## src/gchp_pkg.sv

```systemverilog
// ----------------------------------------------------------------------------
// gchp_pkg
// Shared types and constants for the grid convex hull prefilter.
// ----------------------------------------------------------------------------
package gchp_pkg;

    localparam int COORD_W = 16;
    localparam int MAX_GS  = 32;
    localparam int GS_W    = $clog2(MAX_GS + 1);
    localparam int CELL_W  = 5;
    localparam int Q_W     = GS_W;
    localparam int BIT_W   = $clog2(Q_W);
    localparam int PROD_W  = COORD_W + GS_W;
    localparam int NUM_W   = PROD_W + 1;
    localparam int SQ_W    = $clog2((MAX_GS + 1) * (MAX_GS + 1) + 1);

    typedef struct packed {
        logic             load_en;
        logic             rb_en;
        logic             flt_start;
        logic             sqrt_step;
        logic             pt_rd;
        logic             pt_mul;
        logic             div_init;
        logic             div_step;
        logic [BIT_W-1:0] div_bit;
        logic             pt_upd;
        logic             result_set;
        logic             out_load;
    } cmd_t;

    typedef struct packed {
        logic sqrt_done;
        logic last_pt;
        logic out_busy;
    } stat_t;

endpackage

```

## src/gchp_ctrl.sv

```systemverilog
// ----------------------------------------------------------------------------
// gchp_ctrl
// Sequencer: accepts beats, steps the grid-side search, the per-point binning
// pass and the readback.
// ----------------------------------------------------------------------------
module gchp_ctrl
(
    input  logic           clk,
    input  logic           rst_n,
    input  logic           in_valid,
    output logic           in_stall,
    input  logic           mode,
    input  logic           last,
    input  gchp_pkg::stat_t st,
    output gchp_pkg::cmd_t  cmd
);

    typedef enum logic [2:0] {
        S_IDLE,
        S_SQRT,
        S_PT_RD,
        S_PT_MUL,
        S_PT_INIT,
        S_PT_DIV,
        S_PT_UPD,
        S_RB_PUT
    } state_t;

    state_t                       state_reg;
    state_t                       state_next;
    logic [gchp_pkg::BIT_W-1:0]   bit_reg;
    logic [gchp_pkg::BIT_W-1:0]   bit_next;
    logic                         accept;

    assign accept   = in_valid && (state_reg == S_IDLE);
    assign in_stall = (state_reg != S_IDLE);

    always_comb
    begin
        cmd        = '0;
        cmd.div_bit = bit_reg;
        state_next = state_reg;
        bit_next   = bit_reg;
        case (state_reg)
            S_IDLE:
            begin
                if (accept)
                begin
                    if (mode)
                    begin
                        cmd.rb_en  = 1'b1;
                        state_next = S_RB_PUT;
                    end
                    else
                    begin
                        cmd.load_en = 1'b1;
                        if (last)
                        begin
                            cmd.flt_start = 1'b1;
                            state_next    = S_SQRT;
                        end
                    end
                end
            end
            S_SQRT:
            begin
                if (st.sqrt_done)
                    state_next = S_PT_RD;
                else
                    cmd.sqrt_step = 1'b1;
            end
            S_PT_RD:
            begin
                cmd.pt_rd  = 1'b1;
                state_next = S_PT_MUL;
            end
            S_PT_MUL:
            begin
                cmd.pt_mul = 1'b1;
                state_next = S_PT_INIT;
            end
            S_PT_INIT:
            begin
                cmd.div_init = 1'b1;
                bit_next     = gchp_pkg::BIT_W'(gchp_pkg::Q_W - 1);
                state_next   = S_PT_DIV;
            end
            S_PT_DIV:
            begin
                cmd.div_step = 1'b1;
                if (bit_reg == '0)
                    state_next = S_PT_UPD;
                else
                    bit_next = bit_reg - 1'b1;
            end
            S_PT_UPD:
            begin
                cmd.pt_upd = 1'b1;
                if (st.last_pt)
                begin
                    cmd.result_set = 1'b1;
                    state_next     = S_IDLE;
                end
                else
                    state_next = S_PT_RD;
            end
            S_RB_PUT:
            begin
                if (!st.out_busy)
                begin
                    cmd.out_load = 1'b1;
                    state_next   = S_IDLE;
                end
            end
            default:
                state_next = S_IDLE;
        endcase
    end

    always_ff @(posedge clk or negedge rst_n)
    begin
        if (!rst_n)
        begin
            state_reg <= S_IDLE;
            bit_reg   <= '0;
        end
        else
        begin
            state_reg <= state_next;
            bit_reg   <= bit_next;
        end
    end

endmodule

```

## config.mk

```make
export PLATFORM = sky130hd
export DESIGN_NAME = gchp_ctrl
export DESIGN_NICKNAME = d
export VERILOG_FILES = /design/src/gchp_pkg.sv /design/src/gchp_ctrl.sv
export SDC_FILE = /design/constraint.sdc
export NUM_CORES = 1
export LEC_CHECK = 0
export BUFFER_PORTS_ARGS = -buffer_cell sky130_fd_sc_hd__buf_4
export CAP_MARGIN = 20
export CORE_AREA = 2 2 39 41
export DETAILED_ROUTE_END_ITERATION = 16
export DIE_AREA = 0 0 41 43
export GPL_TIMING_DRIVEN = 0
export PLACE_DENSITY = 0.65
export SLEW_MARGIN = 10
export SYNTH_ARGS = -nofsm -noshare
export SYNTH_HDL_FRONTEND = slang
export SYNTH_SLANG_ARGS = --single-unit
```

## constraint.sdc

```tcl
create_clock -name clk -period 4.2 [get_ports clk]
set_input_delay 0.42 -clock clk [delete_from_list [all_inputs] [get_ports clk]]
set_output_delay 0.42 -clock clk [all_outputs]
set_load 0.005 [all_outputs]
```

# Word-level counts from Yosys, hierarchy flattened
# Cells that the tools add are included.
[totals]
regBits = 6
output_inout_bits = 15
wordCells = 49
[op_classes]
add_sub_neg = 1
n_eq_ne = 13
n_mux = 26
reduce_logical = 7
[ops]
columns = ["op", "n"]
rows = [
  ["$mux 3", 9],
  ["$pmux 3 s8", 1],
  ["$mux 1", 13],
  ["$eq 3x3->1 const B", 4],
  ["$ne 2x2->1 const B", 5],
  ["$eq 3x2->1 const B", 2],
  ["$logic_not 3->1", 2],
  ["$pmux 3 s2", 1],
  ["$reduce_and 5->1", 1],
  ["$mux 2", 2],
  ["$eq 3x1->1 const B", 1],
  ["$ne 3x3->1 const B", 1],
  ["$reduce_bool 3->1", 1],
  ["$sub 3x1->3 const B", 1],
  ["$reduce_and 2->1", 1],
  ["$reduce_bool 2->1", 1],
  ["$logic_and 1x1->1", 1],
]

# Logic depth before layout (Yosys ltp)
[depth]
ltp_word = 4
depth_mapped = 6
mapped_depth_nobuf = 6

# Worst setup path before layout
# No wires, ideal clock.
[synth_timing]
kind = "flip-flop to flip-flop"
from = "register bit_reg[0] (netlist bit)"
to = "register state_reg[0]"
arrival_time_ns = 1.465
t_required_ns = 4.061
setup_slack_ns = 2.596
stages_incl_launch_ff = 6
path_cell_list = "dfrtp_1 > inv_1 > ha_1 > nand2b_4 > o2111a_1 > or4_1"
[synth_between]
elab_chain_len = 3
[synth_lines]
columns = ["item", "line", "rtl"]
rows = [
  ["start, declared", "gchp_ctrl.sv:31", "logic [gchp_pkg::BIT_W-1:0] bit_reg;"],
  ["start signal, assigned", "gchp_ctrl.sv:130", "bit_reg <= bit_next;"],
  ["$logic_not 3->1", "gchp_ctrl.sv:91", "if (bit_reg == '0)"],
  ["$ne 2x2->1 (no source line)", "--", ""],
  ["$reduce_and 5->1 (no source line)", "--", ""],
  ["end signal, assigned", "gchp_ctrl.sv:129", "state_reg <= state_next;"],
  ["end, declared", "gchp_ctrl.sv:29", "state_t state_reg;"],
]
# No other way between the ends.
# A chain may end at the register's enable or synchronous reset.

==> flow_summary.toml <==
[cts]
post_cts.repair.setup_buffers = 0
cts_buffer_depth = 2
cts_tree = "yes"
ctsHoldBuffers = 1
path_clk_slew_ns = 0.05
clock_latency_ns = 0.24
htreeDepth = 1
cts_root_buf = "clkbuf_4"
cts_buffers = 3
cts.sinks = 6
cts_resized = 0

[final_layout]
n_antenna_cell = 0
drive_gt1_share_pct = 33.33
layout_commonest_cell = "buf_4"
layout.nets = 105
final_cell_mix = "buf_4, nor2_1, nand2_1"
synthToLayoutAreaGrowth_pct = 44.62

[setup_path]
r2r_slack_ns = 2.52
critical_path_peak_fanout = 10
crit_path_end_kind = "output pin"
cp.required_ns = 3.78
r2r-start = "bit_reg[0]"
r2r-end = "state_reg[0]"
crit_arrival_ns = 1.51
ff2ff_path_depth = 5
start_kind = "register"
critical_path_class = "register to output pin"

[yosys]
syn_inst = 67
syn_area_um2 = 488.0
synthXorXnorAreaFrac_pct = 0
synth-compound-area-share_pct = 22.56
ys_ff_latch = 6
syn_nets = 77
synth_top_family_by_area = "simple AND/OR/NAND/NOR gates"
synthMuxAreaShare_pct = 0
ys_warn_count = 0
ys_seq_area_share_pct = 30.77
synth-simple-area-share_pct = 33.08
synth_cell_types = 27
synth_fa_ha_area_share_pct = 5.128
avgSynthCellArea_um2 = 7.283

[drt]
drtIter0Drc = 5
ant_nets = 0
remaining_drc_errors = 0
vias = 545
vias_per_cell = 5.000
first_pass_iters = 4
wl_per_cell_um = 10.88
wl_mm = 1.186

[placed_design]
place_congestion = 0.7388
hpwl_um = 914.4
numPortBuffers = 22

[hold_path]
worstHoldPathType = "input pin to register"
hp-start = "mode"
hold_depth = 3
hold_end = "state_reg[2]"

[die]
die_w_um = 41
ioPinCount = 23
die_area_mm2 = 0.001763
initial_core_util_pct = 35.26
core_area_mm2 = 0.001384
die_h_um = 43
rows = 14

[flow_run]
cap_violations = 0

[global_routing]
grt_max_degree = 11
antenna_found_initial = 0
grt_pass1_wl_mm = 2.035
grt_use_total_pct = 16.80
grt_remaining_overflow = 0
grt_pass1_vias = 514

[timing]
relSlewSlack_pct = 83.73
finalSetupViolations = 0
finClkSkew_ns = 0.004927
min_period_ns = 1.931
hold_violations = 0
max_freq_ghz = 0.5179
worst_pin_slew_ns = 0.2441
rsz0062_at_grt = "no"
whs_ns = 0.4586
maxSlewViolCount = 0
post-route-period-util_pct = 45.97
timing.setup.tns_ns = 0

[pwr]
p_leak_nw = 0.3534
ir_drop_mv = 0.2528
p_per_area_mw_per_mm2 = 675.0
power.total_mw = 0.4763

[outcome]
status = "finished clean"
[cells in the mapped netlist, drive strengths merged]
| cell type | count | share of area, % |
|---|---|---|
| nor2 | 10 | 7.7 |
| nand2 | 8 | 6.2 |
| a21oi | 6 | 6.2 |
| dfrtp | 6 | 31 |
| o21ai | 6 | 6.2 |
| inv | 5 | 3.8 |
| buf | 4 | 4.6 |
| nand2b | 3 | 5.4 |
| nor3 | 3 | 3.1 |
| and2 | 2 | 2.6 |
| ha | 2 | 5.1 |
| a211oi | 1 | 1.5 |
| a221oi | 1 | 1.8 |
| a22oi | 1 | 1.5 |
| a31oi | 1 | 1.3 |
| and2b | 1 | 1.5 |
| and3 | 1 | 1.3 |
| nor2b | 1 | 1.3 |
| nor4 | 1 | 1.3 |
| o2111a | 1 | 2.3 |
| o2bb2ai | 1 | 1.8 |
| or3 | 1 | 1.3 |
| or4 | 1 | 1.5 |
[layer usage]
metal  global-route usage (%)  up-vias  wire (um)
li1                         -      287          -
met1                    21.36      239        534
met2                    25.94       19        585
met3                    1.571        0         66
met4                    10.00        0          0
met5                        0        -          0
[metrics by stage]
step	utilization (%)	worst slack (ns)	instance area, um^2	std cells
after detailed placement	48.64	2.517	673.1	105
after global routing	50.99	2.060	705.7	109
after global placement	48.64	2.536	673.1	105
after CTS	50.99	2.267	705.7	109
final	50.99	2.269	705.7	109
after floorplan	-	2.596	488.0	67
[worst max-delay path by stage]
stage | startpoint | endpoint | slack, ns | cells past startpoint
finish | state_reg[1] | cmd[11] | 2.27 | 6
global route | state_reg[1] | cmd[11] | 2.06 | 6
CTS | state_reg[1] | cmd[11] | 2.27 | 6
detailed placement | bit_reg[0] | state_reg[0] | 2.52 | 5
global placement | bit_reg[0] | state_reg[0] | 2.54 | 5
floorplan | bit_reg[0] | state_reg[0] | 2.60 | 5
[cell families (layout without fill, tap and decap cells)]
family,after synthesis,after routing
fa+ha+maj,2,2
simple gates,32,32
flops,6,6
compound gates,18,18
buf+inv,9,35
[layout make-up]
cell class / count / area (um^2)
timing repair buffer: 23 / 175.2
inverter: 5 / 18.77
fill: 149 / 678.2
multi-input combinational: 52 / 296.5
tap: 16 / 20.02
sequential: 6 / 150.1
clock buffer: 3 / 22.52
buffer: 4 / 22.52
[report_power, final]
group	internal [mW]	total [mW]	leakage, nW	switching (mW)
Sequential	0.0858	0.113	0.0694	0.0271
Combinational	0.150	0.309	0.270	0.160
Clock	0.0324	0.0539	0.0138	0.0215
[critical path: stages (launching register included)]
cell and delay (ns):
dfrtp_1 0.43, buf_2 0.20, nor2_1 0.20, nand2_1 0.07, nor2_1 0.12, and2_1 0.14, buf_4 0.10
Power figures use the tool's default switching activity.
